### src/hw/rtl/assert_macros.svh
// ---------------------------------------------------------------------------
// Assertion macros
// Concurrent assertion wrappers, empty in synthesis.
// ---------------------------------------------------------------------------
`ifndef ASSERT_MACROS_SVH
`define ASSERT_MACROS_SVH
`ifndef SYNTHESIS
`define ASSERT_IMPL(label, clk, rst_n, prop) \
    label: assert property (@(posedge clk) disable iff (!rst_n) (prop)) \
        else $error("assertion failed");
`define ASSERT_NEVER(label, clk, rst_n, cond) \
    label: assert property (@(posedge clk) disable iff (!rst_n) !(cond)) \
        else $error("forbidden condition");
`else
`define ASSERT_IMPL(label, clk, rst_n, prop)
`define ASSERT_NEVER(label, clk, rst_n, cond)
`endif
`endif

### src/hw/rtl/tld_pkg.sv
// ---------------------------------------------------------------------------
// tld_pkg
// Types, constants and helpers for the terminal line discipline.
// ---------------------------------------------------------------------------
package tld_pkg;
    localparam int RX_DEPTH_DEF = 256;
    localparam int TX_DEPTH_DEF = 16;

    localparam logic [1:0] OP_RX    = 2'd0;
    localparam logic [1:0] OP_WRITE = 2'd1;
    localparam logic [1:0] OP_READ  = 2'd2;
    localparam logic [1:0] OP_TXRDY = 2'd3;

    localparam logic [2:0] REG_IMODE = 3'd0;
    localparam logic [2:0] REG_LMODE = 3'd1;
    localparam logic [2:0] REG_OMODE = 3'd2;
    localparam logic [2:0] REG_ERASE = 3'd3;
    localparam logic [2:0] REG_KILL  = 3'd4;
    localparam logic [2:0] REG_WERASE = 3'd5;

    localparam logic [7:0] C_BEL  = 8'h07;
    localparam logic [7:0] C_BS   = 8'h08;
    localparam logic [7:0] C_TAB  = 8'h09;
    localparam logic [7:0] C_NL   = 8'h0A;
    localparam logic [7:0] C_CR   = 8'h0D;
    localparam logic [7:0] C_XON  = 8'h11;
    localparam logic [7:0] C_XOFF = 8'h13;
    localparam logic [7:0] C_SP   = 8'h20;
    localparam logic [7:0] C_CARET = 8'h5E;
    localparam logic [7:0] C_DEL  = 8'h7F;
    localparam logic [7:0] CTL_FLIP = 8'h40;

    // stop rule of an erase walk
    localparam logic [1:0] STOP_NEVER  = 2'd0;
    localparam logic [1:0] STOP_NONSP  = 2'd1;
    localparam logic [1:0] STOP_SP     = 2'd2;

    typedef struct packed {
        logic       line_out_valid;
        logic [7:0] line_out_byte;
        logic       read_valid;
        logic [7:0] read_byte;
        logic       write_accepted;
        logic       output_halted;
    } t_result;

    // controller -> datapath
    typedef struct packed {
        logic       load;      // capture item, preprocess
        logic       rx_rd;     // issue rx memory read of previous entry
        logic       erase_try; // evaluate erase of fetched entry
        logic [1:0] stop;
        logic       kill;
        logic       finish;    // finishing action of the item
    } t_cmd;

    // datapath -> controller
    typedef struct packed {
        logic       is_rx;
        logic       is_kill;
        logic       is_werase;
        logic       is_erase;
        logic       erased;
    } t_stat;

    function automatic logic is_ctl(input logic [7:0] c);
        return (c < C_SP || c == C_DEL) && c != C_TAB && c != C_NL &&
               c != C_XON && c != C_XOFF;
    endfunction
endpackage

### src/hw/rtl/tld_if.sv
// ---------------------------------------------------------------------------
// tld_if
// Valid/ready channel interfaces: items, results and register writes.
// ---------------------------------------------------------------------------
interface tld_item_if;
    logic       valid;
    logic       ready;
    logic [1:0] opcode;
    logic [7:0] data_byte;
    modport source(output valid, opcode, data_byte, input ready);
    modport sink(input valid, opcode, data_byte, output ready);
endinterface

interface tld_result_if;
    logic       valid;
    logic       ready;
    logic       line_out_valid;
    logic [7:0] line_out_byte;
    logic       read_valid;
    logic [7:0] read_byte;
    logic       write_accepted;
    logic       output_halted;
    modport source(output valid, line_out_valid, line_out_byte, read_valid, read_byte,
                   write_accepted, output_halted, input ready);
    modport sink(input valid, line_out_valid, line_out_byte, read_valid, read_byte,
                 write_accepted, output_halted, output ready);
endinterface

interface tld_cfg_if;
    logic       valid;
    logic       ready;
    logic [2:0] index;
    logic [7:0] data;
    modport source(output valid, index, data, input ready);
    modport sink(input valid, index, data, output ready);
endinterface

### src/hw/rtl/tty_line_discipline_core.sv
// ---------------------------------------------------------------------------
// tty_line_discipline_core
// Terminal line discipline between a serial line and an application.
// ---------------------------------------------------------------------------
// channel   dir  payload
// item      in   opcode, data_byte
// result    out  line_out_valid/byte, read_valid/byte, write_accepted, halted
// cfg       in   index, data
// An item passes accept, decode, finish and result. An erase adds a fetch and
// a test of the last character. A kill adds a fetch and test per character
// removed plus the fetch and test that end the walk; a word erase walks twice, the
// same way, with a return to decode between the walks.
// Reset is synchronous; all pointers and counters clear, memories do not.
// The result holds until taken; the next item is accepted after that.
`include "assert_macros.svh"
module tty_line_discipline_core
    import tld_pkg::*;
#(
    parameter int RX_DEPTH = RX_DEPTH_DEF,
    parameter int TX_DEPTH = TX_DEPTH_DEF
) (
    input logic          i_clk,
    input logic          i_rst_n,
    tld_item_if.sink     in_ch,
    tld_result_if.source out_ch,
    tld_cfg_if.sink      cfg_ch
);
    t_cmd    cmd;
    t_stat   stat;
    t_result res;

    assign cfg_ch.ready = 1'b1;

    tld_ctrl u_ctrl (
        .i_clk(i_clk), .i_rst_n(i_rst_n),
        .i_in_valid(in_ch.valid), .o_in_ready(in_ch.ready),
        .o_out_valid(out_ch.valid), .i_out_ready(out_ch.ready),
        .i_stat(stat), .o_cmd(cmd)
    );

    tld_dp #(.RX_DEPTH(RX_DEPTH), .TX_DEPTH(TX_DEPTH)) u_dp (
        .i_clk(i_clk), .i_rst_n(i_rst_n),
        .i_opcode(in_ch.opcode), .i_data_byte(in_ch.data_byte),
        .i_cfg_we(cfg_ch.valid), .i_cfg_index(cfg_ch.index), .i_cfg_data(cfg_ch.data),
        .i_cmd(cmd), .o_stat(stat), .o_result(res)
    );

    assign out_ch.line_out_valid = res.line_out_valid;
    assign out_ch.line_out_byte = res.line_out_byte;
    assign out_ch.read_valid = res.read_valid;
    assign out_ch.read_byte = res.read_byte;
    assign out_ch.write_accepted = res.write_accepted;
    assign out_ch.output_halted = res.output_halted;

    `ASSERT_NEVER(a_no_overlap, i_clk, i_rst_n, in_ch.ready && out_ch.valid)
    `ASSERT_IMPL(a_load_then_busy, i_clk, i_rst_n, (in_ch.valid && in_ch.ready) |=> !in_ch.ready)
    `ASSERT_IMPL(a_line_byte_zero, i_clk, i_rst_n,
        (out_ch.valid && !out_ch.line_out_valid) |-> (out_ch.line_out_byte == 8'h00))
endmodule

### src/hw/rtl/tld_ctrl.sv
// ---------------------------------------------------------------------------
// tld_ctrl
// Sequencer: accepts an item, runs erase walks, delivers the result.
// ---------------------------------------------------------------------------
module tld_ctrl
    import tld_pkg::*;
(
    input  logic  i_clk,
    input  logic  i_rst_n,
    input  logic  i_in_valid,
    output logic  o_in_ready,
    output logic  o_out_valid,
    input  logic  i_out_ready,
    input  t_stat i_stat,
    output t_cmd  o_cmd
);
    typedef enum logic [5:0] {
        S_IDLE  = 6'b000001,
        S_PRE   = 6'b000010,
        S_FETCH = 6'b000100,
        S_EVAL  = 6'b001000,
        S_FIN   = 6'b010000,
        S_OUT   = 6'b100000
    } t_state;

    t_state r_state, n_state;
    logic   r_pass2, n_pass2;

    always_ff @(posedge i_clk) begin
        if (!i_rst_n) begin
            r_state <= S_IDLE;
            r_pass2 <= 1'b0;
        end else begin
            r_state <= n_state;
            r_pass2 <= n_pass2;
        end
    end

    always_comb begin
        n_state = r_state;
        n_pass2 = r_pass2;
        o_cmd = '0;
        o_cmd.kill = i_stat.is_kill;
        o_cmd.stop = i_stat.is_werase ? (r_pass2 ? STOP_SP : STOP_NONSP) : STOP_NEVER;
        o_in_ready = 1'b0;
        o_out_valid = 1'b0;
        unique case (r_state)
            S_IDLE: begin
                o_in_ready = 1'b1;
                if (i_in_valid) begin
                    o_cmd.load = 1'b1;
                    n_pass2 = 1'b0;
                    n_state = S_PRE;
                end
            end
            S_PRE: begin
                if (i_stat.is_rx && (i_stat.is_erase || i_stat.is_kill || i_stat.is_werase)) begin
                    n_state = S_FETCH;
                end else begin
                    n_state = S_FIN;
                end
            end
            S_FETCH: begin
                o_cmd.rx_rd = 1'b1;
                n_state = S_EVAL;
            end
            S_EVAL: begin
                o_cmd.erase_try = 1'b1;
                if (i_stat.erased && !i_stat.is_erase) begin
                    n_state = S_FETCH;
                end else if (i_stat.is_werase && !r_pass2) begin
                    n_pass2 = 1'b1;
                    n_state = S_PRE;
                end else begin
                    n_state = S_FIN;
                end
            end
            S_FIN: begin
                o_cmd.finish = 1'b1;
                n_state = S_OUT;
            end
            S_OUT: begin
                o_out_valid = 1'b1;
                if (i_out_ready) n_state = S_IDLE;
            end
            default: n_state = S_IDLE;
        endcase
    end
endmodule

### src/hw/rtl/tld_dp.sv
// ---------------------------------------------------------------------------
// tld_dp
// Datapath: registers, receive and transmit queues, echo and output logic.
// ---------------------------------------------------------------------------
module tld_dp
    import tld_pkg::*;
#(
    parameter int RX_DEPTH = RX_DEPTH_DEF,
    parameter int TX_DEPTH = TX_DEPTH_DEF
) (
    input  logic       i_clk,
    input  logic       i_rst_n,
    input  logic [1:0] i_opcode,
    input  logic [7:0] i_data_byte,
    input  logic       i_cfg_we,
    input  logic [2:0] i_cfg_index,
    input  logic [7:0] i_cfg_data,
    input  t_cmd       i_cmd,
    output t_stat      o_stat,
    output t_result    o_result
);
    localparam int RW = (RX_DEPTH > 1) ? $clog2(RX_DEPTH) : 1;
    localparam int TW = $clog2(TX_DEPTH);

    logic [5:0] r_imode;
    logic [6:0] r_lmode;
    logic [2:0] r_omode;
    logic [7:0] r_erase_c, r_kill_c, r_werase_c;

    logic [7:0]    r_rx_mem [RX_DEPTH];
    logic [7:0]    r_tx_mem [TX_DEPTH];
    logic [RW-1:0] r_rx_rp, r_rx_wp;
    logic [TW-1:0] r_tx_rp, r_tx_wp;
    logic [7:0]    r_lines, r_backlog;
    logic [1:0]    r_phase;
    logic          r_halted, r_plf;
    logic [7:0]    r_rx_q, r_tx_q;
    logic [1:0]    r_op;
    logic [7:0]    r_d;
    t_result       r_res;

    function automatic logic [RW-1:0] rx_nx(input logic [RW-1:0] p);
        return (32'(p) + 1 >= RX_DEPTH) ? '0 : RW'(32'(p) + 1);
    endfunction
    function automatic logic [RW-1:0] rx_pv(input logic [RW-1:0] p);
        return (p == '0) ? RW'(RX_DEPTH - 1) : p - 1'b1;
    endfunction
    function automatic logic [TW-1:0] tx_nx(input logic [TW-1:0] p);
        return (32'(p) + 1 >= TX_DEPTH) ? '0 : TW'(32'(p) + 1);
    endfunction
    function automatic logic [TW-1:0] tx_pv(input logic [TW-1:0] p);
        return (p == '0) ? TW'(TX_DEPTH - 1) : p - 1'b1;
    endfunction

    logic canon, f_echo, f_echoe, f_echok, f_echoctl, f_echonl, f_onlcr, f_ocrnl;
    assign canon = r_lmode[0];
    assign f_echo = r_lmode[2];
    assign f_echoe = f_echo && r_lmode[3];
    assign f_echok = f_echo && r_lmode[4];
    assign f_echoctl = f_echo && r_lmode[5];
    assign f_echonl = r_lmode[6];
    assign f_onlcr = r_omode[0] && r_omode[1];
    assign f_ocrnl = r_omode[0] && r_omode[2];

    // preprocessing of a received byte (from captured raw byte)
    logic [7:0] pd, er, kl, we;
    logic       p_drop, p_xoff, p_xon;
    always_comb begin
        pd = r_d;
        p_xoff = r_imode[4] && r_d == C_XOFF;
        p_xon = r_imode[4] && r_d == C_XON;
        if (r_imode[0]) pd = pd & 8'h7F;
        p_drop = p_xoff || p_xon || (r_imode[1] && pd == C_CR);
        if (r_imode[2] && pd == C_CR) pd = C_NL;
        else if (r_imode[3] && pd == C_NL) pd = C_CR;
        er = canon ? r_erase_c : 8'h00;
        kl = canon ? r_kill_c : 8'h00;
        we = (canon && r_lmode[1]) ? r_werase_c : 8'h00;
    end

    logic s_erase, s_kill, s_werase;
    assign s_erase = er != 8'h00 && (pd == C_BS || pd == er);
    assign s_kill = !s_erase && kl != 8'h00 && pd == kl;
    assign s_werase = !s_erase && !s_kill && we != 8'h00 && pd == we;

    // erase evaluation of fetched entry r_rx_q
    logic ev_ok;
    always_comb begin
        ev_ok = r_rx_wp != r_rx_rp && r_rx_q != C_NL &&
                !(i_cmd.stop == STOP_NONSP && r_rx_q != C_SP) &&
                !(i_cmd.stop == STOP_SP && r_rx_q == C_SP);
    end

    assign o_stat.is_rx = r_op == OP_RX && !p_drop;
    assign o_stat.is_erase = s_erase;
    assign o_stat.is_kill = s_kill;
    assign o_stat.is_werase = s_werase;
    assign o_stat.erased = ev_ok;

    // finishing: queue push / echo / tx-ready / read / write
    logic          tx_full;
    logic [TW-1:0] tx_n1;
    assign tx_n1 = tx_nx(r_tx_wp);
    assign tx_full = tx_n1 == r_tx_rp;

    logic          rx_ok, do_store, do_echo, echo_nl, echo_ctl, echo_pl, bell;
    logic [RW-1:0] rx_n;
    always_comb begin
        rx_n = rx_nx(r_rx_wp);
        rx_ok = rx_n != r_rx_rp && (!canon || pd == C_NL || rx_nx(rx_n) != r_rx_rp);
        do_store = o_stat.is_rx && !s_erase && !s_kill && !s_werase && rx_ok;
        bell = o_stat.is_rx && !s_erase && !s_kill && !s_werase && !rx_ok && r_imode[5];
        do_echo = do_store || (o_stat.is_rx && ((s_erase && !f_echoe) ||
                  (s_kill && !f_echok) || (s_werase && !f_echoe)));
        echo_nl = (f_echo || f_echonl) && pd == C_NL;
        echo_ctl = !echo_nl && f_echoctl && is_ctl(pd);
        echo_pl = !echo_nl && !echo_ctl && f_echo;
    end

    // transmitter ready
    logic       t_send, t_pop, t_plf_clr, t_plf_set, t_bl_dec;
    logic [1:0] t_phase;
    logic [7:0] t_byte, t_d;
    always_comb begin
        t_send = 1'b0; t_pop = 1'b0; t_plf_clr = 1'b0; t_plf_set = 1'b0;
        t_bl_dec = 1'b0; t_phase = r_phase; t_byte = 8'h00; t_d = r_tx_q;
        if (r_imode[4] && r_halted) begin
            t_send = 1'b0;
        end else if (f_onlcr && r_plf) begin
            t_plf_clr = 1'b1; t_send = 1'b1; t_byte = C_NL;
        end else if ((f_echoe || f_echok) && (r_phase != 2'd0 || r_backlog != 8'h00)) begin
            t_send = 1'b1;
            unique case (r_phase)
                2'd0: begin t_bl_dec = 1'b1; t_phase = 2'd2; t_byte = C_BS; end
                2'd1: begin t_phase = 2'd2; t_byte = C_BS; end
                2'd2: begin t_phase = 2'd3; t_byte = C_SP; end
                2'd3: begin t_phase = 2'd0; t_byte = C_BS; end
                default: t_phase = 2'd0;
            endcase
        end else if (r_tx_rp != r_tx_wp) begin
            t_send = 1'b1; t_pop = 1'b1;
            if (f_ocrnl && t_d == C_CR) t_d = C_NL;
            if (f_onlcr && t_d == C_NL) begin t_d = C_CR; t_plf_set = 1'b1; end
            t_byte = t_d;
        end
    end

    logic rd_ok;
    assign rd_ok = !(canon && r_lines == 8'h00) && r_rx_rp != r_rx_wp;

    always_ff @(posedge i_clk) begin
        if (i_cmd.rx_rd) r_rx_q <= r_rx_mem[rx_pv(r_rx_wp)];
        else r_rx_q <= r_rx_mem[r_rx_rp];
        r_tx_q <= r_tx_mem[r_tx_rp];
    end

    // tx queue write port (one push per cycle, none while full; echo of ^X as caret, then the letter in r_second_b)
    logic          tx_we;
    logic [7:0]    tx_wd;
    logic          r_second;
    logic [7:0]    r_second_b;

    always_ff @(posedge i_clk) begin
        if (tx_we) r_tx_mem[r_tx_wp] <= tx_wd;
        if (i_cmd.finish && do_store) r_rx_mem[r_rx_wp] <= pd;
    end

    logic withdraw_need;
    logic [1:0] withdraw_cnt;

    always_comb begin
        tx_we = 1'b0;
        tx_wd = 8'h00;
        if (r_second) begin
            tx_we = !tx_full; tx_wd = r_second_b;
        end else if (i_cmd.finish) begin
            if (r_op == OP_WRITE) begin
                tx_we = !tx_full; tx_wd = r_d;
            end else if (bell) begin
                tx_we = !tx_full; tx_wd = C_BEL;
            end else if (do_echo) begin
                if (echo_nl) begin tx_we = !tx_full; tx_wd = C_NL; end
                else if (echo_ctl) begin tx_we = !tx_full; tx_wd = C_CARET; end
                else if (echo_pl) begin tx_we = !tx_full; tx_wd = pd; end
            end
        end
        withdraw_need = i_cmd.erase_try && ev_ok &&
                        ((f_echok && i_cmd.kill) || (f_echoe && !i_cmd.kill));
        withdraw_cnt = (f_echoctl && is_ctl(r_rx_q)) ? 2'd2 : 2'd1;
    end

    // two-step withdraw handled arithmetically
    logic [TW:0]   tx_used;
    logic [1:0]    wd_n;
    logic [1:0]    bl_n;
    always_comb begin
        tx_used = (r_tx_wp >= r_tx_rp) ? {1'b0, r_tx_wp - r_tx_rp}
                                       : (TW+1)'(TX_DEPTH) - {1'b0, r_tx_rp - r_tx_wp};
        wd_n = (tx_used >= (TW+1)'(withdraw_cnt)) ? withdraw_cnt : tx_used[1:0];
        bl_n = withdraw_cnt - wd_n;
    end

    logic [TW-1:0] tx_wp_wd;
    assign tx_wp_wd = (wd_n == 2'd2) ? tx_pv(tx_pv(r_tx_wp)) :
                      (wd_n == 2'd1) ? tx_pv(r_tx_wp) : r_tx_wp;

    logic [8:0] bl_sum;
    assign bl_sum = {1'b0, r_backlog} + 9'(bl_n);

    always_ff @(posedge i_clk) begin
        if (!i_rst_n) begin
            r_imode <= 6'd52; r_lmode <= 7'd63; r_omode <= 3'd3;
            r_erase_c <= 8'd127; r_kill_c <= 8'd21; r_werase_c <= 8'd23;
            r_rx_rp <= '0; r_rx_wp <= '0; r_tx_rp <= '0; r_tx_wp <= '0;
            r_lines <= '0; r_backlog <= '0; r_phase <= '0;
            r_halted <= 1'b0; r_plf <= 1'b0; r_second <= 1'b0;
            r_op <= OP_RX;
        end else begin
            if (i_cfg_we) begin
                unique case (i_cfg_index)
                    REG_IMODE: r_imode <= i_cfg_data[5:0];
                    REG_LMODE: r_lmode <= i_cfg_data[6:0];
                    REG_OMODE: r_omode <= i_cfg_data[2:0];
                    REG_ERASE: r_erase_c <= i_cfg_data;
                    REG_KILL: r_kill_c <= i_cfg_data;
                    REG_WERASE: r_werase_c <= i_cfg_data;
                    default: ;
                endcase
            end
            if (i_cmd.load) begin
                r_op <= i_opcode;
                r_res <= '0;
            end
            if (tx_we) r_tx_wp <= tx_n1;
            r_second <= 1'b0;
            if (i_cmd.erase_try && ev_ok) begin
                r_rx_wp <= rx_pv(r_rx_wp);
                if (withdraw_need) begin
                    r_tx_wp <= tx_wp_wd;
                    r_backlog <= (bl_sum > 9'd255) ? 8'd255 : bl_sum[7:0];
                end
            end
            if (i_cmd.finish) begin
                if (r_op == OP_RX) begin
                    if (p_xoff) r_halted <= 1'b1;
                    if (p_xon) r_halted <= 1'b0;
                    if (do_store) begin
                        r_rx_wp <= rx_n;
                        if (canon && pd == C_NL) r_lines <= r_lines + 8'd1;
                    end
                    if (do_echo && echo_ctl && !tx_full) begin
                        r_second <= 1'b1;
                        r_second_b <= pd ^ CTL_FLIP;
                    end
                end
                if (r_op == OP_WRITE) r_res.write_accepted <= !tx_full;
                if (r_op == OP_READ && rd_ok) begin
                    r_res.read_valid <= 1'b1;
                    r_res.read_byte <= r_rx_q;
                    r_rx_rp <= rx_nx(r_rx_rp);
                    if (canon && r_rx_q == C_NL) r_lines <= r_lines - 8'd1;
                end
                if (r_op == OP_TXRDY) begin
                    r_res.line_out_valid <= t_send;
                    r_res.line_out_byte <= t_byte;
                    if (t_plf_clr) r_plf <= 1'b0;
                    if (t_plf_set) r_plf <= 1'b1;
                    if (t_bl_dec) r_backlog <= r_backlog - 8'd1;
                    r_phase <= t_phase;
                    if (t_pop) r_tx_rp <= tx_nx(r_tx_rp);
                end
            end
            if (i_cmd.load) r_d <= i_data_byte;
        end
    end

    always_comb begin
        o_result = r_res;
        o_result.output_halted = r_halted;
    end
endmodule
### src/flat_wrapper.sv
// flat-port wrapper written by rule: the top's interface ports become plain ports
module tty_line_discipline_core_flat import tld_pkg::*;
#(
    parameter int RX_DEPTH = RX_DEPTH_DEF,
    parameter int TX_DEPTH = TX_DEPTH_DEF
)
  (i_clk, i_rst_n, in_ch_valid, in_ch_opcode, in_ch_data_byte, in_ch_ready, out_ch_valid, out_ch_line_out_valid, out_ch_line_out_byte, out_ch_read_valid, out_ch_read_byte, out_ch_write_accepted, out_ch_output_halted, out_ch_ready, cfg_ch_valid, cfg_ch_index, cfg_ch_data, cfg_ch_ready);
  tld_item_if in_ch_i ();
  tld_result_if out_ch_i ();
  tld_cfg_if cfg_ch_i ();
  input logic i_clk;
  input logic i_rst_n;
  input wire logic [$bits(in_ch_i.valid)-1:0] in_ch_valid;
  input wire logic [$bits(in_ch_i.opcode)-1:0] in_ch_opcode;
  input wire logic [$bits(in_ch_i.data_byte)-1:0] in_ch_data_byte;
  output wire logic [$bits(in_ch_i.ready)-1:0] in_ch_ready;
  output wire logic [$bits(out_ch_i.valid)-1:0] out_ch_valid;
  output wire logic [$bits(out_ch_i.line_out_valid)-1:0] out_ch_line_out_valid;
  output wire logic [$bits(out_ch_i.line_out_byte)-1:0] out_ch_line_out_byte;
  output wire logic [$bits(out_ch_i.read_valid)-1:0] out_ch_read_valid;
  output wire logic [$bits(out_ch_i.read_byte)-1:0] out_ch_read_byte;
  output wire logic [$bits(out_ch_i.write_accepted)-1:0] out_ch_write_accepted;
  output wire logic [$bits(out_ch_i.output_halted)-1:0] out_ch_output_halted;
  input wire logic [$bits(out_ch_i.ready)-1:0] out_ch_ready;
  input wire logic [$bits(cfg_ch_i.valid)-1:0] cfg_ch_valid;
  input wire logic [$bits(cfg_ch_i.index)-1:0] cfg_ch_index;
  input wire logic [$bits(cfg_ch_i.data)-1:0] cfg_ch_data;
  output wire logic [$bits(cfg_ch_i.ready)-1:0] cfg_ch_ready;
  assign in_ch_i.valid = in_ch_valid;
  assign in_ch_i.opcode = in_ch_opcode;
  assign in_ch_i.data_byte = in_ch_data_byte;
  assign in_ch_ready = in_ch_i.ready;
  assign out_ch_valid = out_ch_i.valid;
  assign out_ch_line_out_valid = out_ch_i.line_out_valid;
  assign out_ch_line_out_byte = out_ch_i.line_out_byte;
  assign out_ch_read_valid = out_ch_i.read_valid;
  assign out_ch_read_byte = out_ch_i.read_byte;
  assign out_ch_write_accepted = out_ch_i.write_accepted;
  assign out_ch_output_halted = out_ch_i.output_halted;
  assign out_ch_i.ready = out_ch_ready;
  assign cfg_ch_i.valid = cfg_ch_valid;
  assign cfg_ch_i.index = cfg_ch_index;
  assign cfg_ch_i.data = cfg_ch_data;
  assign cfg_ch_ready = cfg_ch_i.ready;
  tty_line_discipline_core #(.RX_DEPTH(RX_DEPTH), .TX_DEPTH(TX_DEPTH)) u_core (.i_clk(i_clk), .i_rst_n(i_rst_n), .in_ch(in_ch_i), .out_ch(out_ch_i), .cfg_ch(cfg_ch_i));
endmodule
### config.mk
export PLATFORM = sky130hd
export DESIGN_NAME = tty_line_discipline_core_flat
export DESIGN_NICKNAME = d
export VERILOG_FILES = /design/src/hw/rtl/tld_pkg.sv /design/src/hw/rtl/tld_if.sv /design/src/hw/rtl/tty_line_discipline_core.sv /design/src/hw/rtl/tld_ctrl.sv /design/src/hw/rtl/tld_dp.sv /design/src/flat_wrapper.sv
export VERILOG_INCLUDE_DIRS = /design/src /design/src/hw/rtl
export SDC_FILE = /design/constraint.sdc
export NUM_CORES = 2
export LEC_CHECK = 0
export BUFFER_PORTS_ARGS = -buffer_cell sky130_fd_sc_hd__buf_4
export CAP_MARGIN = 10
export CORE_MARGIN = 2
export CORE_UTILIZATION = 35
export DETAILED_ROUTE_END_ITERATION = 8
export GPL_TIMING_DRIVEN = 0
export PLACE_DENSITY = 0.54
export REMOVE_ABC_BUFFERS = 1
export SETUP_SLACK_MARGIN = 0.15
export SYNTH_ARGS = -nofsm -noshare
export SYNTH_HDL_FRONTEND = slang
export SYNTH_HIERARCHICAL = 1
export SYNTH_SLANG_ARGS = --single-unit
### constraint.sdc
create_clock -name i_clk -period 8.9 [get_ports i_clk]
set_input_delay 1.335 -clock i_clk [delete_from_list [all_inputs] [get_ports i_clk]]
set_output_delay 1.335 -clock i_clk [all_outputs]
set_load 0.02 [all_outputs]
=== Word-level counts from Yosys, hierarchy flattened ===
Memory sizes are Yosys's and may differ from the RTL's. A register that Yosys moved wholly into a read port is not among the register bits.
Index checks and enable logic that the tools add are counted.

* Add/subtract/negate cells: 16
* $mul: 0
* Div/mod/pow operators: 0
* Magnitude comparators: 10
* Equality and inequality tests: 56
* Shift operators: 0
* Multiplexer cells: 119
* Bitwise operators: 3
* Reduce and logical (&&, ||, !) cells: 132

{| class="wikitable"
|+ Operator list
! kind !! count
|-
| 2-to-1 mux 8 bit || 46
|-
| greater-or-equal comparator 32 x 9 -> 1 bit (second input constant) || 3
|-
| logical AND 1 bit || 68
|-
| greater-or-equal comparator 32 x 5 -> 1 bit (second input constant) || 2
|-
| equality test 8 x 4 -> 1 bit (second input constant) || 7
|-
| 2-to-1 mux 1 bit || 46
|-
| 2-to-1 mux 4 bit || 9
|-
| case mux 6 bit (6 select lines) || 1
|-
| != test 8 x 4 -> 1 bit (second input constant) || 4
|-
| != test 8 x 5 -> 1 bit (second input constant) || 4
|-
| != test 8 bit || 4
|-
| nonzero test 8 bit || 4
|-
| adder 8 x 1 -> 9 bit (second input constant) || 3
|-
| equality test 8 bit || 3
|-
| subtractor 8 x 1 -> 8 bit (second input constant) || 3
|-
| 2-to-1 mux 20 bit || 1
|-
| 2-to-1 mux 5 bit || 4
|-
| 2-to-1 mux 19 bit || 1
|-
| 2-to-1 mux 9 bit || 2
|-
| AND reduction 2 bit || 9
|-
| equality test 8 x 5 -> 1 bit (second input constant) || 2
|-
| equality test 8 x 7 -> 1 bit (second input constant) || 2
|-
| logical NOT 8 bit || 2
|-
| logical OR 1 bit || 16
|-
| 44 further kinds || 90
|}

* Flip-flop bits (word level): 137
* Latch bits: 0
* Memory bits (writable): 2176
* Bits in read-only memories: 0
* Input bits: 26
* Word-level logic and storage cells: 365
* Memories: 2

{| class="wikitable"
|+ Memories
! memory !! words !! bits a word !! read ports !! clocked after Yosys merged registers in !! wr ports !! RTL line !! RTL
|-
| u_core.u_dp.r_rx_mem || 256 || 8 || 2 || 1 || 1 || tld_dp.sv:30 || <nowiki>logic [7:0] r_rx_mem [RX_DEPTH];</nowiki>
|-
| u_core.u_dp.r_tx_mem || 16 || 8 || 1 || 1 || 1 || tld_dp.sv:31 || <nowiki>logic [7:0] r_tx_mem [TX_DEPTH];</nowiki>
|}

=== Logic depth before layout (Yosys ltp) ===
* Word-level depth: 28
* Mapped depth: 26

=== By module ===
Netlist, hierarchy kept.

{| class="wikitable"
|+ Modules (own cells, without submodules)
! module !! times used !! cells an instance !! area each (µm²) !! seq. area each (µm²)
|-
| tld_dp || 1 || 6150 || 110110.6 || 68615.8
|-
| tld_ctrl || 1 || 55 || 452.9 || 140.1
|-
| tty_line_discipline_core || 1 || 2 || 11.3 || 0.0
|}

=== Worst setup path before layout ===
OpenSTA, ideal clock, no wires.

* Path type: reg2reg
* From: reg u_core.u_dp.r_imode[0]
* To: reg u_core.u_dp.r_backlog[4]
* Setup time: 0.070 ns
* Arrival time: 8.436 ns
* Path slack: 0.394 ns
* Stages on the path, launching flop included: 22
* Cell sequence: dfxtp_1 -> nand2b_1 -> inv_1 -> clkbuf_1 -> o311ai_0 -> o311ai_0 -> a2111o_1 -> o32ai_4 -> nand2b_1 -> nor4_1 -> buf_4 -> nor2b_1 -> nand2b_1 -> mux2i_1 -> nor3_1 -> nand2_1 -> or3_1 -> clkbuf_1 -> nor2_1 -> nand3_1 -> a221o_1 -> a21boi_1

{| class="wikitable"
|+ RTL lines
! element !! RTL line !! RTL
|-
| from (decl) || tld_dp.sv:25 || <nowiki>logic [5:0] r_imode;</nowiki>
|-
| from (signal assigned) || tld_dp.sv:221 || <nowiki>REG_IMODE: r_imode <= i_cfg_data[5:0];</nowiki>
|-
| to (signal assigned) || tld_dp.sv:240 || <nowiki>r_backlog <= (bl_sum > 9'd255) ? 8'd255 : bl_sum[7:0];</nowiki>
|-
| to (signal assigned) || tld_dp.sv:268 || <nowiki>if (t_bl_dec) r_backlog <= r_backlog - 8'd1;</nowiki>
|-
| to (decl) || tld_dp.sv:34 || <nowiki>logic [7:0] r_lines, r_backlog;</nowiki>
|}

=== Final worst setup path ===
* From: reg u_core.u_dp.r_rx_wp[0]
* To: mem u_core.u_dp.r_tx_mem[5][3] (enable)

* Cells in the longest elaborated chain, start to end: 18
* Elaborated cells on any way between the ends: 22

{| class="wikitable"
|+ Ends and longest elaborated chain
! element !! RTL line !! RTL
|-
| from (decl) || tld_dp.sv:32 || <nowiki>logic [RW-1:0] r_rx_rp, r_rx_wp;</nowiki>
|-
| from (signal assigned) || tld_dp.sv:237 || <nowiki>r_rx_wp <= rx_pv(r_rx_wp);</nowiki>
|-
| from (signal assigned) || tld_dp.sv:248 || <nowiki>r_rx_wp <= rx_n;</nowiki>
|-
| adder 8 x 1 -> 9 bit * || tld_dp.sv:43 || <nowiki>return (32'(p) + 1 >= RX_DEPTH) ? '0 : RW'(32'(p) + 1);</nowiki>
|-
| greater-or-equal comparator 32 x 9 -> 1 bit || tld_dp.sv:43 ||
|-
| 2-to-1 mux 8 bit * || tld_dp.sv:43 ||
|-
| adder 8 x 1 -> 9 bit || tld_dp.sv:43 ||
|-
| greater-or-equal comparator 32 x 9 -> 1 bit || tld_dp.sv:43 ||
|-
| 2-to-1 mux 8 bit || tld_dp.sv:43 ||
|-
| != test 8 bit || tld_dp.sv:110 || <nowiki>rx_ok = rx_n != r_rx_rp && (!canon || pd == C_NL || rx_nx(rx_n) != r_rx_rp);</nowiki>
|-
| logical OR 1 bit || tld_dp.sv:110 ||
|-
| [... 2 more ...] || - ||
|-
| logical OR 1 bit or logical AND 1 bit (tied branches) || tld_dp.sv:113, tld_dp.sv:112 ||
|-
| 2-to-1 mux 1 bit or logical AND 1 bit (tied branches) || tld_dp.sv:181, tld_dp.sv:112 ||
|-
| 2-to-1 mux 1 bit * || tld_dp.sv:179 || <nowiki>end else if (bell) begin</nowiki>
|-
| 2-to-1 mux 1 bit * || tld_dp.sv:177 || <nowiki>if (r_op == OP_WRITE) begin</nowiki>
|-
| 2-to-1 mux 1 bit * || tld_dp.sv:176 || <nowiki>end else if (i_cmd.finish) begin</nowiki>
|-
| 2-to-1 mux 1 bit * || tld_dp.sv:174 || <nowiki>if (r_second) begin</nowiki>
|-
| 2-to-1 mux 1 bit * || tld_dp.sv:164 || <nowiki>if (tx_we) r_tx_mem[r_tx_wp] <= tx_wd;</nowiki>
|-
| 2-to-1 mux 1 bit (implied by the code) * || tld_dp.sv:164 ||
|-
| to (decl) || tld_dp.sv:31 ||
|}

Every way passes the cells marked *; elsewhere a longest branch is shown, timed or not.

==> impl_metrics.ini <==
[run_status]
status = finished clean

[grt]
overflow = 0
antenna_found_initial = 13
grt_pass1_wl_microns = 485000
grt_start_max_net_pins = 144
grt_pass1_vias = 64100
track_usage_pct = 20.9

[critical_path]
cp_top_family = compound AO/OA/AOI/OAI gates
required_ns = 9.46
path_buf_inv = 1
slowest_stage = a31oi_1
end_kind = flip-flop
max_stage_delay_ns = 0.95
crit_path_cell_trace = ha_1, and3_1, nand3_1, and2_1, ha_1, xnor2_1, xnor2_1, a2111oi_0, o21ai_0, nand4b_1, a211oi_2, a21bo_2, a31oi_1, a31oi_1, nand2_1, nor3_1, buf_2
crit_arrival_ns = 8.22
cp_max_fo = 18
crit_path_start_kind = flip-flop
path_class = flip-flop to flip-flop

[power]
vdd_drop_max_mv = 0.128
p_leak_nw = 37.0
p_per_area_nw_per_um2 = 190

[detailed_routing]
drt-total-wl_microns = 343000
first_iter_violations = 7884
drc = 0
drt-wirelength-per-cell_microns = 32.4
ant_nets = 0
viasPerCell = 6.16
via_count = 65000
first_pass_iters = 6

[clock_network]
clk_pin_slew_ns = 0.06
clock_latency_ns = 0.86
cts_tree = built
cts.path.max_buffers = 4
postCtsSetupRepairBufs = 0
cts_hold_repair.buffers = 0
cts_root_buf = clkbuf_16
cts.sinks = 2329
cts_resized = 0
numCtsBuffers = 266
htreeDepth = 5

[yosys]
synthTopCellsByCount = edfxtp_1 (2211), mux4_2 (1208), nand2_1 (503)
synth_xor_area_share_pct = 0.459
synth_top_area_share_pct = 60.0
synth_simple_gate_area_share_pct = 5.43
muxShareOfSynthArea_pct = 25.5
syn_inst = 6207
synth_area_leaders = edfxtp_1 (60%), mux4_2 (25%), dfxtp_1 (2.1%), nand2_1 (1.7%), clkbuf_1 (1.1%)
yosysTopAreaCell = edfxtp_1
ys_types = 97
postSynthAreaPerCell_sq_um = 17.8
synth_top_family_by_area = multiplexers
synthAdderAreaFrac_pct = 0.405
synth_seq_area_share_pct = 62.2
synthArstFlopShare_pct = 0
ys_warn_count = 6
netlist_area_sq_um = 111000
synthFlopType = edfxtp_1
synthMostInstantiatedCell = edfxtp_1
synth_edf_count = 2211
synth-compound-area-share_pct = 3.94
synth.ff_latch_count = 2329

[timing]
setup_slack_ns = 1.24
slew_viol_final = 0
rsz0062_at_grt = false
min_period_over_period_pct = 86.0
fin_skew_ns = 0.0531
tightest_slew_ns = 1.32
slew_headroom_pct = 11.5
setup_tns_ns = 0
timing.fmax_mhz = 131
fin_crit_ns = 7.66
hold_viol = 0
setup_viol = 0

[placed_design]
port_buffers = 47
hpwlAfterDp_microns = 222000
dp_slack_ns = 1.24
gp_congestion = 0.826

[floorplan]
die_w_microns = 566
die_area_sq_um = 320000
ios = 49
core-area_sq_um = 315000
start_util_pct = 35.1
rows = 206
fp.dieH_microns = 566

[cells_and_area]
drive_gt1_share_pct = 29.3
final_core_util_pct = 40.3
nets = 6246
syn2layout_area_growth_pct = 14.6

[run]
drv_cap = 0

[worst_hold_path]
hold_path.class = flip-flop to flip-flop
-- sequential cells by signal (all words and copies together) (netlist names), 7 cells and up, named ones only --
register,count
u_core/u_dp/r_rx_q,8
u_core/u_dp/r_rx_mem,2048
u_core/u_dp/r_rx_wp,8
u_core/u_dp/r_lmode,7
u_core/u_dp/r_rx_rp,8
u_core/u_dp/r_backlog,8
u_core/u_dp/r_werase_c,8
u_core/u_dp/r_tx_q,8
u_core/u_dp/r_d,8
u_core/u_dp/r_erase_c,8
u_core/u_dp/o_result,19
u_core/u_dp/r_kill_c,8
u_core/u_dp/r_lines,8
u_core/u_dp/r_tx_mem,128
u_core/u_dp/r_second_b,8
-- placed cells by master (no fill, tap or decap), types with 20 or more instances in the layout --
cell type  synthesis  layout
edfxtp_1        2211    2211
mux4_2          1208    1208
nand2_1          503     489
nor2_1           330     329
clkbuf_16          0     279
and2_1           149     147
a211oi_1         138     138
buf_16             0     121
a21oi_1          116     116
dfxtp_1          118     111
a31oi_1           95      95
mux2i_1           89      89
nand3_1           83      81
clkinv_1           1      60
clkbuf_1         332      56
buf_4             13      53
a311oi_1          50      50
inv_1             52      49
o21ai_0           46      45
clkinv_2           0      41
xnor2_1           34      34
nor2b_1           31      31
ha_1              31      30
buf_12             0      30
nand4_1           28      28
nor3_1            31      26
xor2_1            24      24
o22ai_1           22      22
and3_1            22      21
nand2b_1          20      20
-- tightest hold or removal path, cell delays in order (launching register included) --
cell and delay, ns:
dfxtp_1 0.31, nand2_1 0.05, a21oi_1 0.06
-- cells by family (layout without fill, tap and decap cells) --
kind of cell | Yosys count | count (layout)
flip-flops | 2329 | 2329
multiplexers | 1309 | 1309
AND/OR/NAND/NOR | 1290 | 1290
AO/OA/AOI/OAI | 623 | 623
buffers and inverters | 563 | 745
XOR/XNOR | 58 | 58
adder cells (fa/ha/maj) | 34 | 34
other | 1 | 9
-- stage by stage --
step | total power, W | hold WS (ns) | cells | instance area, sq um
floorplan | 0.0132 | 0.437 | 5699 | 109000
global placement | 0.0138 | 0.456 | 9906 | 114000
detailed placement | 0.0137 | 0.453 | 10100 | 118000
CTS | 0.0242 | 0.465 | 10500 | 127000
global route | 0.0247 | 0.493 | 10600 | 127000
finish | 0.0240 | 0.470 | 10600 | 127000
-- layer usage --
layer  vias up  GRT usage, %  wire length [microns]
li1      25900             -                      -
met1     35100          29.4                 140000
met2      3531          32.4                 159000
met3       535          4.39                  32200
met4        10          6.58                  11300
met5         -             0                     59
-- worst paths after layout --
check	slack (ns)	cells after the start	to	from
setup / recovery	1.24	17	u_core/u_dp/r_tx_mem[5][3]$_DFFE_PP_	u_core/u_dp/r_rx_wp[0]$_SDFF_PN0_
hold / removal	0.47	2	u_core/u_dp/r_imode[1]$_SDFFE_PN0P_	u_core/u_dp/r_imode[1]$_SDFFE_PN0P_
setup reg to reg	1.24	17	u_core/u_dp/r_tx_mem[5][3]$_DFFE_PP_	u_core/u_dp/r_rx_wp[0]$_SDFF_PN0_
hold reg to reg	0.47	2	u_core/u_dp/r_imode[1]$_SDFFE_PN0P_	u_core/u_dp/r_imode[1]$_SDFFE_PN0P_
-- final cells by class --
cell class              count  area [sq um]
repair buffers            219          4500
multi-input cells        3315         39700
fillers                 27900        188000
well taps                4160          5200
flip-flops and latches   2329         68800
clock buffers             342          7290
diodes                      8          20.0
inverters                  55           236
clock inverters           129           970
-- report_power, final --
part | internal (W) | switching, W
clock | 0.00614 | 0.00443
combinational | 0.000348 | 0.000768
sequential | 0.0123 | 0.0000572
Note: power is estimated with default switching activity, not from simulation.
